==> src/sv/rainbow_color_fade_sequencer_top_macros.svh <==
// assertion macros for the rainbow colour fade sequencer
// expects i_clk and i_rst_n in the scope of each use
`ifndef RAINBOW_COLOR_FADE_SEQUENCER_TOP_MACROS_SVH
`define RAINBOW_COLOR_FADE_SEQUENCER_TOP_MACROS_SVH

// same-cycle implication, disabled during reset
`define RCFS_ASSERT_IMPL(label, ante, cons, msg) \
    label: assert property (@(posedge i_clk) disable iff (!i_rst_n) (ante) |-> (cons)) \
        else $error(msg);

// next-cycle implication, disabled during reset
`define RCFS_ASSERT_NEXT(label, ante, cons, msg) \
    label: assert property (@(posedge i_clk) disable iff (!i_rst_n) (ante) |=> (cons)) \
        else $error(msg);

`endif

==> src/sv/rcfs_pkg.sv <==
// shared types, constants and palette table for the rainbow colour fade sequencer
// no dependencies
package rcfs_pkg;

    // default parameter values
    parameter int FRACTION_BITS = 16;
    parameter int PALETTE_SIZE  = 7;

    // fixed field widths
    localparam int CFG_W      = 16;
    localparam int COLOR_W    = 8;
    localparam int PAL_IDX_W  = 5;
    localparam int DIVISOR_W  = 17;

    // register reset values
    localparam logic [CFG_W-1:0] FADE_STEPS_RST  = 16'd700;
    localparam logic [CFG_W-1:0] STEP_PERIOD_RST = 16'd10;

    // register indexes
    localparam logic CFG_FADE_STEPS  = 1'b0;
    localparam logic CFG_STEP_PERIOD = 1'b1;

    // one colour, channel 0 red, 1 green, 2 blue
    typedef logic [2:0][COLOR_W-1:0] t_rgb;

    typedef enum logic [2:0] {
        S_IDLE,
        S_LWAIT,
        S_LOAD,
        S_DWAIT,
        S_ACC,
        S_OUT
    } t_state;

    // palette entry i is rainbow colour i mod 7
    function automatic t_rgb pal_color(logic [PAL_IDX_W-1:0] idx);
        t_rgb c;
        case (idx) inside
            5'd0, 5'd7, 5'd14, 5'd21, 5'd28: c = {8'd0,   8'd0,   8'd255};
            5'd1, 5'd8, 5'd15, 5'd22, 5'd29: c = {8'd0,   8'd165, 8'd255};
            5'd2, 5'd9, 5'd16, 5'd23, 5'd30: c = {8'd0,   8'd255, 8'd255};
            5'd3, 5'd10, 5'd17, 5'd24, 5'd31: c = {8'd0,  8'd255, 8'd0};
            5'd4, 5'd11, 5'd18, 5'd25:       c = {8'd255, 8'd0,   8'd0};
            5'd5, 5'd12, 5'd19, 5'd26:       c = {8'd130, 8'd0,   8'd75};
            5'd6, 5'd13, 5'd20, 5'd27:       c = {8'd238, 8'd130, 8'd238};
            default:                         c = '0;
        endcase
        return c;
    endfunction

endpackage

==> src/sv/rcfs_serial_div.sv <==
// bit-serial restoring divider, one quotient bit per cycle
// depends on nothing but its parameters
module rcfs_serial_div #(
    parameter int DW = 30,
    parameter int VW = 17
) (
    input  logic          i_clk,
    input  logic          i_rst_n,
    input  logic          i_start,
    input  logic [DW-1:0] i_dividend,
    input  logic [VW-1:0] i_divisor,
    output logic          o_done,
    output logic [DW-1:0] o_quotient
);

    localparam int CW = $clog2(DW + 1);

    logic          r_busy, n_busy;
    logic          r_done, n_done;
    logic [CW-1:0] r_cnt, n_cnt;
    logic [DW-1:0] r_quo, n_quo;
    logic [VW-1:0] r_rem, n_rem;
    logic [VW-1:0] r_div, n_div;
    logic [VW:0]   trial;
    logic [VW:0]   diff;

    // partial remainder with the next dividend bit shifted in
    assign trial = {r_rem, r_quo[DW-1]};
    assign diff  = trial - {1'b0, r_div};

    always_comb begin
        n_busy = r_busy;
        n_done = 1'b0;
        n_cnt  = r_cnt;
        n_quo  = r_quo;
        n_rem  = r_rem;
        n_div  = r_div;
        if (i_start) begin
            n_busy = 1'b1;
            n_cnt  = CW'(DW);
            n_quo  = i_dividend;
            n_rem  = '0;
            n_div  = i_divisor;
        end else if (r_busy) begin
            // restoring step: subtract when it fits
            if (!diff[VW]) begin
                n_rem = diff[VW-1:0];
                n_quo = {r_quo[DW-2:0], 1'b1};
            end else begin
                n_rem = trial[VW-1:0];
                n_quo = {r_quo[DW-2:0], 1'b0};
            end
            n_cnt = r_cnt - CW'(1);
            if (r_cnt == CW'(1)) begin
                n_busy = 1'b0;
                n_done = 1'b1;
            end
        end
    end

    // control state
    always_ff @(posedge i_clk) begin
        if (!i_rst_n) begin
            r_busy <= 1'b0;
            r_done <= 1'b0;
            r_cnt  <= '0;
        end else begin
            r_busy <= n_busy;
            r_done <= n_done;
            r_cnt  <= n_cnt;
        end
    end

    // datapath shift registers
    always_ff @(posedge i_clk) begin
        r_quo <= n_quo;
        r_rem <= n_rem;
        r_div <= n_div;
    end

    assign o_done     = r_done;
    assign o_quotient = r_quo;

endmodule

==> src/sv/rainbow_color_fade_sequencer_top.sv <==
// top level of the rainbow colour fade sequencer: sequencer fsm, colour accumulators
// depends on rcfs_pkg, rcfs_serial_div and rainbow_color_fade_sequencer_top_macros.svh
//
// Usage:
//   Input channel (i_valid / o_stall) carries one beat per event: start_req 1 begins a
//   fade run when idle, start_req 0 is one millisecond tick. Output channel
//   (o_valid / i_stall) carries one fill colour per beat, last_fill marks the end of a run.
//   Config channel (i_cfg_valid / o_cfg_ready, always ready): index 0 fade_steps,
//   index 1 step_period; write only between runs or between ticks.
//   Processing: a beat that causes no fill is taken without leaving idle. Every other
//   beat runs the shared bit-serial divider once to find the segment length. A segment
//   start runs the divider three more times for the channel deltas. One beat is worked
//   on at a time; o_stall stays high meanwhile.
//   Reset: synchronous, active low; clears the run, the colour state and restores
//   fade_steps 700 and step_period 10.
//   Stall: a finished fill waits in the output register; the next beat is still taken,
//   and a further fill waits inside the block until that register frees.
`include "rainbow_color_fade_sequencer_top_macros.svh"

module rainbow_color_fade_sequencer_top #(
    parameter int FRACTION_BITS = rcfs_pkg::FRACTION_BITS,
    parameter int PALETTE_SIZE  = rcfs_pkg::PALETTE_SIZE
) (
    input  logic                      i_clk,
    input  logic                      i_rst_n,
    // event beats
    input  logic                      i_valid,
    output logic                      o_stall,
    input  logic                      i_start_req,
    // fill beats
    output logic                      o_valid,
    input  logic                      i_stall,
    output logic [rcfs_pkg::COLOR_W-1:0] o_red,
    output logic [rcfs_pkg::COLOR_W-1:0] o_green,
    output logic [rcfs_pkg::COLOR_W-1:0] o_blue,
    output logic                      o_last_fill,
    // register writes
    input  logic                      i_cfg_valid,
    output logic                      o_cfg_ready,
    input  logic                      i_cfg_index,
    input  logic [rcfs_pkg::CFG_W-1:0] i_cfg_data
);

    localparam int AW    = rcfs_pkg::COLOR_W + FRACTION_BITS;   // accumulator
    localparam int DLW   = AW + 1;                              // signed delta
    localparam int SW    = AW + 2;                              // sum before clamp
    localparam int DW    = 14 + FRACTION_BITS;                  // divider dividend
    localparam int VW    = rcfs_pkg::DIVISOR_W;
    localparam int CW    = rcfs_pkg::CFG_W;
    localparam int SEG_W = $clog2(PALETTE_SIZE + 1);
    localparam logic [AW-1:0] LIM  = {8'hFF, {FRACTION_BITS{1'b0}}};
    localparam logic [AW-1:0] HALF = AW'(1) << (FRACTION_BITS - 1);

    // registers
    rcfs_pkg::t_state r_state, n_state;
    logic [CW-1:0]    r_fade_steps, r_step_period;
    logic             r_busy, n_busy;
    logic             r_req, n_req;
    logic [SEG_W-1:0] r_seg, n_seg;
    logic [CW-1:0]    r_step, n_step;
    logic [CW-1:0]    r_tick, n_tick;
    logic [1:0]       r_ch, n_ch;
    logic             r_upd, n_upd;
    logic             r_last, n_last;
    logic [AW-1:0]    r_acc   [3];
    logic [AW-1:0]    n_acc   [3];
    logic signed [DLW-1:0] r_delta [3];
    logic signed [DLW-1:0] n_delta [3];
    rcfs_pkg::t_rgb   r_res, n_res;
    logic             r_out_valid, n_out_valid;
    rcfs_pkg::t_rgb   r_out, n_out;
    logic             r_out_last, n_out_last;

    // divider hookup
    logic          div_start;
    logic [DW-1:0] div_dividend;
    logic [VW-1:0] div_divisor;
    logic          div_done;
    logic [DW-1:0] div_quo;

    // helper logic
    logic             in_acc, out_acc, out_free;
    logic [CW-1:0]    period;
    logic             tick_done;
    logic [CW-1:0]    seg_len;
    logic [SEG_W-1:0] seg_inc, seg_nxt;
    rcfs_pkg::t_rgb   cur_col, nxt_col;
    logic [8:0]       col_diff;
    logic             col_neg;
    logic [7:0]       col_mag;
    logic [DW-1:0]    mag_prod;
    logic [DW-1:0]    delta_dividend;
    logic [AW-1:0]    q_sat;
    logic signed [DLW-1:0] delta_new;
    logic [AW-1:0]    round_sum;
    logic signed [SW-1:0] acc_sum;
    logic [AW-1:0]    acc_clamped;

    rcfs_serial_div #(
        .DW(DW),
        .VW(VW)
    ) u_div (
        .i_clk      (i_clk),
        .i_rst_n    (i_rst_n),
        .i_start    (div_start),
        .i_dividend (div_dividend),
        .i_divisor  (div_divisor),
        .o_done     (div_done),
        .o_quotient (div_quo)
    );

    // handshakes
    assign o_stall     = (r_state != rcfs_pkg::S_IDLE);
    assign in_acc      = i_valid && !o_stall;
    assign out_acc     = r_out_valid && !i_stall;
    assign out_free    = !r_out_valid || !i_stall;
    assign o_cfg_ready = 1'b1;

    // tick period, zero acts as one
    assign period    = (r_step_period == '0) ? CW'(1) : r_step_period;
    assign tick_done = !(({1'b0, r_tick} + (CW + 1)'(1)) < {1'b0, period});
    assign seg_len   = div_quo[CW-1:0];

    // segment colours and per-channel delta numerator
    assign seg_inc  = r_seg + SEG_W'(1);
    assign seg_nxt  = (seg_inc < SEG_W'(PALETTE_SIZE)) ? seg_inc : '0;
    assign cur_col  = rcfs_pkg::pal_color(rcfs_pkg::PAL_IDX_W'(r_seg));
    assign nxt_col  = rcfs_pkg::pal_color(rcfs_pkg::PAL_IDX_W'(seg_nxt));
    assign col_diff = {1'b0, nxt_col[r_ch]} - {1'b0, cur_col[r_ch]};
    assign col_neg  = col_diff[8];
    assign col_mag  = col_neg ? 8'(-col_diff) : col_diff[7:0];
    assign mag_prod = DW'(col_mag) * DW'(PALETTE_SIZE);
    assign delta_dividend = (mag_prod << (FRACTION_BITS + 1)) + DW'(r_fade_steps);

    // saturate and sign the quotient
    assign q_sat     = (div_quo > DW'(LIM)) ? LIM : div_quo[AW-1:0];
    assign delta_new = col_neg ? -$signed({1'b0, q_sat}) : $signed({1'b0, q_sat});

    // rounding and clamped add for the channel under r_ch
    assign round_sum = r_acc[r_ch] + HALF;
    assign acc_sum   = $signed({2'b00, r_acc[r_ch]}) + SW'(r_delta[r_ch]);
    always_comb begin
        if (acc_sum[SW-1]) begin
            acc_clamped = '0;
        end else if (acc_sum > $signed({2'b00, LIM})) begin
            acc_clamped = LIM;
        end else begin
            acc_clamped = acc_sum[AW-1:0];
        end
    end

    // divider source: segment length from idle, channel delta from load
    always_comb begin
        if (r_state == rcfs_pkg::S_LOAD) begin
            div_dividend = delta_dividend;
            div_divisor  = VW'({r_fade_steps, 1'b0});
        end else begin
            div_dividend = DW'({r_fade_steps, 1'b0}) + DW'(PALETTE_SIZE);
            div_divisor  = VW'(2 * PALETTE_SIZE);
        end
    end

    // sequencer next state
    always_comb begin
        n_state     = r_state;
        n_busy      = r_busy;
        n_req       = r_req;
        n_seg       = r_seg;
        n_step      = r_step;
        n_tick      = r_tick;
        n_ch        = r_ch;
        n_upd       = r_upd;
        n_last      = r_last;
        n_acc       = r_acc;
        n_delta     = r_delta;
        n_res       = r_res;
        n_out_valid = out_acc ? 1'b0 : r_out_valid;
        n_out       = r_out;
        n_out_last  = r_out_last;
        div_start   = 1'b0;

        unique case (r_state)
            rcfs_pkg::S_IDLE: begin
                if (in_acc) begin
                    if (i_start_req && !r_busy) begin
                        n_req     = 1'b1;
                        div_start = 1'b1;
                        n_state   = rcfs_pkg::S_LWAIT;
                    end else if (!i_start_req && r_busy) begin
                        if (tick_done) begin
                            n_tick    = '0;
                            n_req     = 1'b0;
                            div_start = 1'b1;
                            n_state   = rcfs_pkg::S_LWAIT;
                        end else begin
                            n_tick = r_tick + CW'(1);
                        end
                    end
                end
            end

            rcfs_pkg::S_LWAIT: begin
                if (div_done) begin
                    n_ch = '0;
                    if (r_req) begin
                        if (seg_len == '0) begin
                            // short run: a single violet fill
                            n_res   = rcfs_pkg::pal_color(
                                          rcfs_pkg::PAL_IDX_W'(PALETTE_SIZE - 1));
                            n_last  = 1'b1;
                            n_state = rcfs_pkg::S_OUT;
                        end else begin
                            n_seg   = '0;
                            n_step  = CW'(1);
                            n_tick  = '0;
                            n_busy  = 1'b1;
                            n_state = rcfs_pkg::S_LOAD;
                        end
                    end else if (r_step < seg_len) begin
                        n_step  = r_step + CW'(1);
                        n_upd   = 1'b1;
                        n_last  = 1'b0;
                        n_state = rcfs_pkg::S_ACC;
                    end else if (seg_inc < SEG_W'(PALETTE_SIZE)) begin
                        n_seg   = seg_inc;
                        n_step  = CW'(1);
                        n_state = rcfs_pkg::S_LOAD;
                    end else begin
                        // end of the palette: final fill, no update
                        n_busy  = 1'b0;
                        n_seg   = '0;
                        n_step  = '0;
                        n_upd   = 1'b0;
                        n_last  = 1'b1;
                        n_state = rcfs_pkg::S_ACC;
                    end
                end
            end

            rcfs_pkg::S_LOAD: begin
                n_acc[r_ch] = AW'(cur_col[r_ch]) << FRACTION_BITS;
                if (r_fade_steps == '0) begin
                    n_delta[r_ch] = '0;
                    if (r_ch == 2'd2) begin
                        n_ch    = '0;
                        n_upd   = 1'b1;
                        n_last  = 1'b0;
                        n_state = rcfs_pkg::S_ACC;
                    end else begin
                        n_ch = r_ch + 2'd1;
                    end
                end else begin
                    div_start = 1'b1;
                    n_state   = rcfs_pkg::S_DWAIT;
                end
            end

            rcfs_pkg::S_DWAIT: begin
                if (div_done) begin
                    n_delta[r_ch] = delta_new;
                    if (r_ch == 2'd2) begin
                        n_ch    = '0;
                        n_upd   = 1'b1;
                        n_last  = 1'b0;
                        n_state = rcfs_pkg::S_ACC;
                    end else begin
                        n_ch    = r_ch + 2'd1;
                        n_state = rcfs_pkg::S_LOAD;
                    end
                end
            end

            rcfs_pkg::S_ACC: begin
                // emit the rounded level, then step the accumulator
                n_res[r_ch] = round_sum[AW-1:FRACTION_BITS];
                if (r_upd) begin
                    n_acc[r_ch] = acc_clamped;
                end
                if (r_ch == 2'd2) begin
                    n_ch    = '0;
                    n_state = rcfs_pkg::S_OUT;
                end else begin
                    n_ch = r_ch + 2'd1;
                end
            end

            rcfs_pkg::S_OUT: begin
                if (out_free) begin
                    n_out_valid = 1'b1;
                    n_out       = r_res;
                    n_out_last  = r_last;
                    n_state     = rcfs_pkg::S_IDLE;
                end
            end

            default: begin
                n_state = rcfs_pkg::S_IDLE;
            end
        endcase
    end

    // state register and control
    always_ff @(posedge i_clk) begin
        if (!i_rst_n) begin
            r_state     <= rcfs_pkg::S_IDLE;
            r_busy      <= 1'b0;
            r_req       <= 1'b0;
            r_seg       <= '0;
            r_step      <= '0;
            r_tick      <= '0;
            r_ch        <= '0;
            r_upd       <= 1'b0;
            r_last      <= 1'b0;
            r_out_valid <= 1'b0;
            r_acc       <= '{default: '0};
            r_delta     <= '{default: '0};
        end else begin
            r_state     <= n_state;
            r_busy      <= n_busy;
            r_req       <= n_req;
            r_seg       <= n_seg;
            r_step      <= n_step;
            r_tick      <= n_tick;
            r_ch        <= n_ch;
            r_upd       <= n_upd;
            r_last      <= n_last;
            r_out_valid <= n_out_valid;
            r_acc       <= n_acc;
            r_delta     <= n_delta;
        end
    end

    // fill payload
    always_ff @(posedge i_clk) begin
        r_res      <= n_res;
        r_out      <= n_out;
        r_out_last <= n_out_last;
    end

    // register writes
    always_ff @(posedge i_clk) begin
        if (!i_rst_n) begin
            r_fade_steps  <= rcfs_pkg::FADE_STEPS_RST;
            r_step_period <= rcfs_pkg::STEP_PERIOD_RST;
        end else if (i_cfg_valid && o_cfg_ready) begin
            unique case (i_cfg_index)
                rcfs_pkg::CFG_FADE_STEPS:  r_fade_steps  <= i_cfg_data;
                rcfs_pkg::CFG_STEP_PERIOD: r_step_period <= i_cfg_data;
                default: ;
            endcase
        end
    end

    assign o_valid     = r_out_valid;
    assign o_red       = r_out[0];
    assign o_green     = r_out[1];
    assign o_blue      = r_out[2];
    assign o_last_fill = r_out_last;

    // checks
    `RCFS_ASSERT_IMPL(a_busy_seg_range, r_busy, r_seg < SEG_W'(PALETTE_SIZE),
                      "segment index out of range during a run")
    `RCFS_ASSERT_IMPL(a_acc_bound, 1'b1,
                      (r_acc[0] <= LIM) && (r_acc[1] <= LIM) && (r_acc[2] <= LIM),
                      "accumulator above full scale")
    `RCFS_ASSERT_IMPL(a_run_end_last, $fell(r_busy), r_last,
                      "run ended without a last fill")
    `RCFS_ASSERT_NEXT(a_out_load, (r_state == rcfs_pkg::S_OUT) && out_free,
                      o_valid && (r_state == rcfs_pkg::S_IDLE),
                      "finished fill not moved to the output register")

endmodule
==> config.mk <==
export PLATFORM = sky130hd
export DESIGN_NAME = rainbow_color_fade_sequencer_top
export DESIGN_NICKNAME = d
export VERILOG_FILES = /design/src/sv/rcfs_pkg.sv /design/src/sv/rcfs_serial_div.sv /design/src/sv/rainbow_color_fade_sequencer_top.sv
export VERILOG_INCLUDE_DIRS = /design/src /design/src/sv
export SDC_FILE = /design/constraint.sdc
export NUM_CORES = 1
export LEC_CHECK = 0
export BUFFER_PORTS_ARGS = -buffer_cell sky130_fd_sc_hd__buf_2
export CORE_AREA = 2 2 185 187
export CTS_CLUSTER_SIZE = 10
export DETAILED_ROUTE_END_ITERATION = 10
export DIE_AREA = 0 0 187 189
export GPL_TIMING_DRIVEN = 1
export PLACE_DENSITY = 0.72
export SLEW_MARGIN = 5
export SYNTH_ARGS = -nofsm -noshare
export SYNTH_HDL_FRONTEND = slang
export SYNTH_SLANG_ARGS = --single-unit
==> constraint.sdc <==
create_clock -name i_clk -period 8.2 [get_ports i_clk]
set_clock_uncertainty 0.1 [all_clocks]
set_input_delay 0.82 -clock i_clk [delete_from_list [all_inputs] [get_ports i_clk]]
set_output_delay 0.82 -clock i_clk [all_outputs]
set_load 0.1 [all_outputs]
==> impl_metrics.csv <==
group,metric,value,unit
sta,maxSlewHeadroom,18.52,%
cts,clock-sinks,343,
yosys,synthTopCellsByArea,"dfxtp_1 (25%), edfxtp_1 (14%), nand2_1 (7.9%)",
sta,drv_slew,0,
yosys,synthArstFlopShare,0,%
grt,grt_usage,28.85,%
yosys,synth_ff_type,"dfxtp_1",
grt,grt_first_pass_wirelength,83350,µm
worst_setup_path,slowest_stage,"dfxtp_1",
cts,clkSlewWorstSetupHoldPaths,0.06,ns
placed_design,place_hpwl,36000,µm
yosys,yosysSeqAreaShare,39.62,%
worst_setup_path,reg2reg_to,"u_div.o_quotient[27]$_DFFE_PP_",
route,totalWireLength,51040,µm
finish,drive_above_1_share,6.719,%
sta,tightest_slew,1.221,ns
grt,grt_pass1_vias,16300,
route,drc,0,
grt,grt_max_degree,67,
finish,final_common_cell,"nand2_1",
finish,antenna-diode-count,0,
worst_setup_path,cp-start-kind,"flop",
min_path,min_from,"r_acc[59]$_SDFFE_PN0P_",
worst_setup_path,r2r_start,"r_seg[0]$_SDFFE_PN0P_",
power,power.total,0.007515,W
worst_setup_path,cp.required,8.40,ns
min_path,worstHoldPathType,"flop to flop",
cts,htree_levels,2,
sta,fin_crit_sh,85.69,%
yosys,synthCells,2404,
sta,rsz0062_at_grt,"false",
cts,clk-insertion-delay-late,0.56,ns
worst_setup_path,cp.arrival,7.23,ns
yosys,synth_edf_count,95,
yosys,synthesis.area,0.01973,mm²
yosys,yosysWarnings,0,
cts,holdBufCountCts,0,
yosys,synth_top_area_cell,"dfxtp_1",
finish,layout_common_cells,"nand2_1 (416), dfxtp_1 (246), a21oi_1 (216)",
die,initial_core_util,59.28,%
placed_design,io_buffers,49,
yosys,syn_avg_cell_area,8.207,µm²
worst_setup_path,reg2reg_depth,29,
cts,cts_setup_buffers,0,
power,power.leakage,8.280,nW
finish,multi_input_area,0.01109,mm²
route,post_drt_wl_per_cell,17.76,µm
route,drt_iter0_drc,1390,
finish,nets,2536,
die,row_count,67,
finish,n_fill_cell,2918,
yosys,synth_cell_types,80,
route,vias,17190,
die,io_pins,51,
cts,cts_tree,"yes",
status,status,"complete, no violations",
grt,antenna_found_initial,1,
cts,clock_tree.buffer_depth,3,
min_path,holdPathStages,2,
die,coreArea,0.03328,mm²
placed_design,routabilityCongestion,0.9224,
yosys,ys_ff_latch,343,
sta,finalSetupTns,0,ns
min_path,hold_end,"r_acc[59]$_SDFFE_PN0P_",
sta,min_period,7.027,ns
route,avgViaCountPerCell,5.982,
cts,ctsRootBufferMaster,"clkbuf_16",
cts,cts_buffers,42,
worst_setup_path,cp_max_fo,14,
worst_setup_path,regToRegSetupSlack,1.17,ns
grt,grt-ovfl-total,0,
yosys,synth_top_area_share,25.16,%
flow_run,maxCapViolCount,0,
power,peakVddDrop,0.3623,mV
power,p_per_area,349.2,mW/mm²
yosys,synthesis.nets,2539,
cts,cts.repair.resized,0,
sta,fmaxAchievable,142.3,MHz
finish,ff_latch_area,0.007823,mm²
route,ant_nets,0,
finish,area_delta_synth_final,9.081,%
worst_setup_path,cpPeakStageDelay,0.61,ns
worst_setup_path,worstSetupPathType,"flop to flop",
die,dieWidth,187,µm
worst_setup_path,end_kind,"flop",
sta,setup_viol,0,
die,dieArea,0.03534,mm²
die,die_h,189,µm
route,first_pass_iters,5,
sta,hold_viol,0,
[cell type report]
class / instances / share of cell area [%]
multi-input combinational: 1845 / 51.53
tap: 448 / 2.605
timing repair buffer: 74 / 2.012
inverter: 95 / 1.663
clock inverter: 5 / 0.2384
clock buffer: 64 / 5.605
sequential: 343 / 36.35
[where the power goes]
part           switching (W)  internal, W
logic                0.00208      0.00145
clock network       0.000696      0.00103
registers           0.000223      0.00202
[metal layers]
layer	wire [µm]	GRT usage [%]
met5	0	0
met4	1897	12.09
met3	3078	5.023
met2	24450	49.39
met1	21620	36.07
[worst max path at each step]
stage	end	start	slack (ns)
after floorplan	u_div.o_quotient[26]$_DFFE_PP_	r_ch[0]$_SDFFE_PN0P_	1.66
after global placement	u_div.o_quotient[26]$_DFFE_PP_	r_seg[0]$_SDFFE_PN0P_	1.49
after detailed placement	u_div.o_quotient[27]$_DFFE_PP_	r_seg[0]$_SDFFE_PN0P_	1.31
after CTS	u_div.o_quotient[27]$_DFFE_PP_	r_seg[0]$_SDFFE_PN0P_	1.28
after global routing	u_div.o_quotient[26]$_DFFE_PP_	r_seg[0]$_SDFFE_PN0P_	0.62
final	u_div.o_quotient[27]$_DFFE_PP_	r_seg[0]$_SDFFE_PN0P_	1.17
[cells in the mapped netlist (12+ instances only)]
cell type / count
a21o_1: 30
a21oi_1: 217
a31oi_1: 12
and2_1: 21
and3_1: 16
buf_1: 12
clkbuf_1: 100
dfxtp_1: 248
edfxtp_1: 95
ha_1: 104
inv_1: 95
mux2i_1: 68
nand2_1: 416
nand2b_1: 19
nand3_1: 91
nand4_1: 16
nor2_1: 182
nor2b_1: 22
nor3_1: 42
nor4_1: 22
o211ai_1: 22
o21a_1: 17
o21ai_0: 211
o21ai_1: 25
o31ai_1: 13
xnor2_1: 68
xor2_1: 44
[metrics by stage]
step | hold WS (ns) | worst slack [ns] | utilization [%] | area (µm²) | cells
6_report | 0.3461 | 1.173 | 64.66 | 21520 | 2874
3_3_place_gp | 0.3240 | 1.493 | 60.89 | 20260 | 2805
3_5_place_dp | 0.3336 | 1.313 | 60.89 | 20260 | 2805
4_1_cts | 0.3435 | 1.280 | 64.66 | 21520 | 2874
2_1_floorplan | 0.3089 | 1.664 | - | 19730 | 2404
5_1_grt | 0.3582 | 0.6218 | 64.66 | 21520 | 2874
[flip-flops by register name, indices dropped and copies added, names as in the netlist, 16 cells and up]
register          flops
r_delta              75
r_acc                72
u_div.o_quotient     30
r_res                24
u_div.r_rem          17
r_fade_steps         16
r_step               16
r_step_period        16
r_tick               16
u_div.r_div          16
[critical path: cells and delay by family, from the launching register on]
kind                       cells  cell delay (ns)
AOI/OAI and AO/OA             13             2.53
adders and majority gates      6             2.12
DFF                            1             0.61
buffers and inverters          4             0.48
and+or+nand+nor                4             0.41
muxes                          1             0.32
xor gates and xnor gates       1             0.21
[cell families after synthesis]
family / count (synthesis) / share of synthesized area (%)
other cells: 1 / 0.01901
compound gates: 655 / 19.84
fa+ha+maj: 112 / 7.407
mux: 69 / 3.507
flops: 343 / 39.62
buf+inv: 216 / 4.274
simple gates: 895 / 20.27
xor+xnor: 113 / 5.055
(Power assumes the default switching activity.)
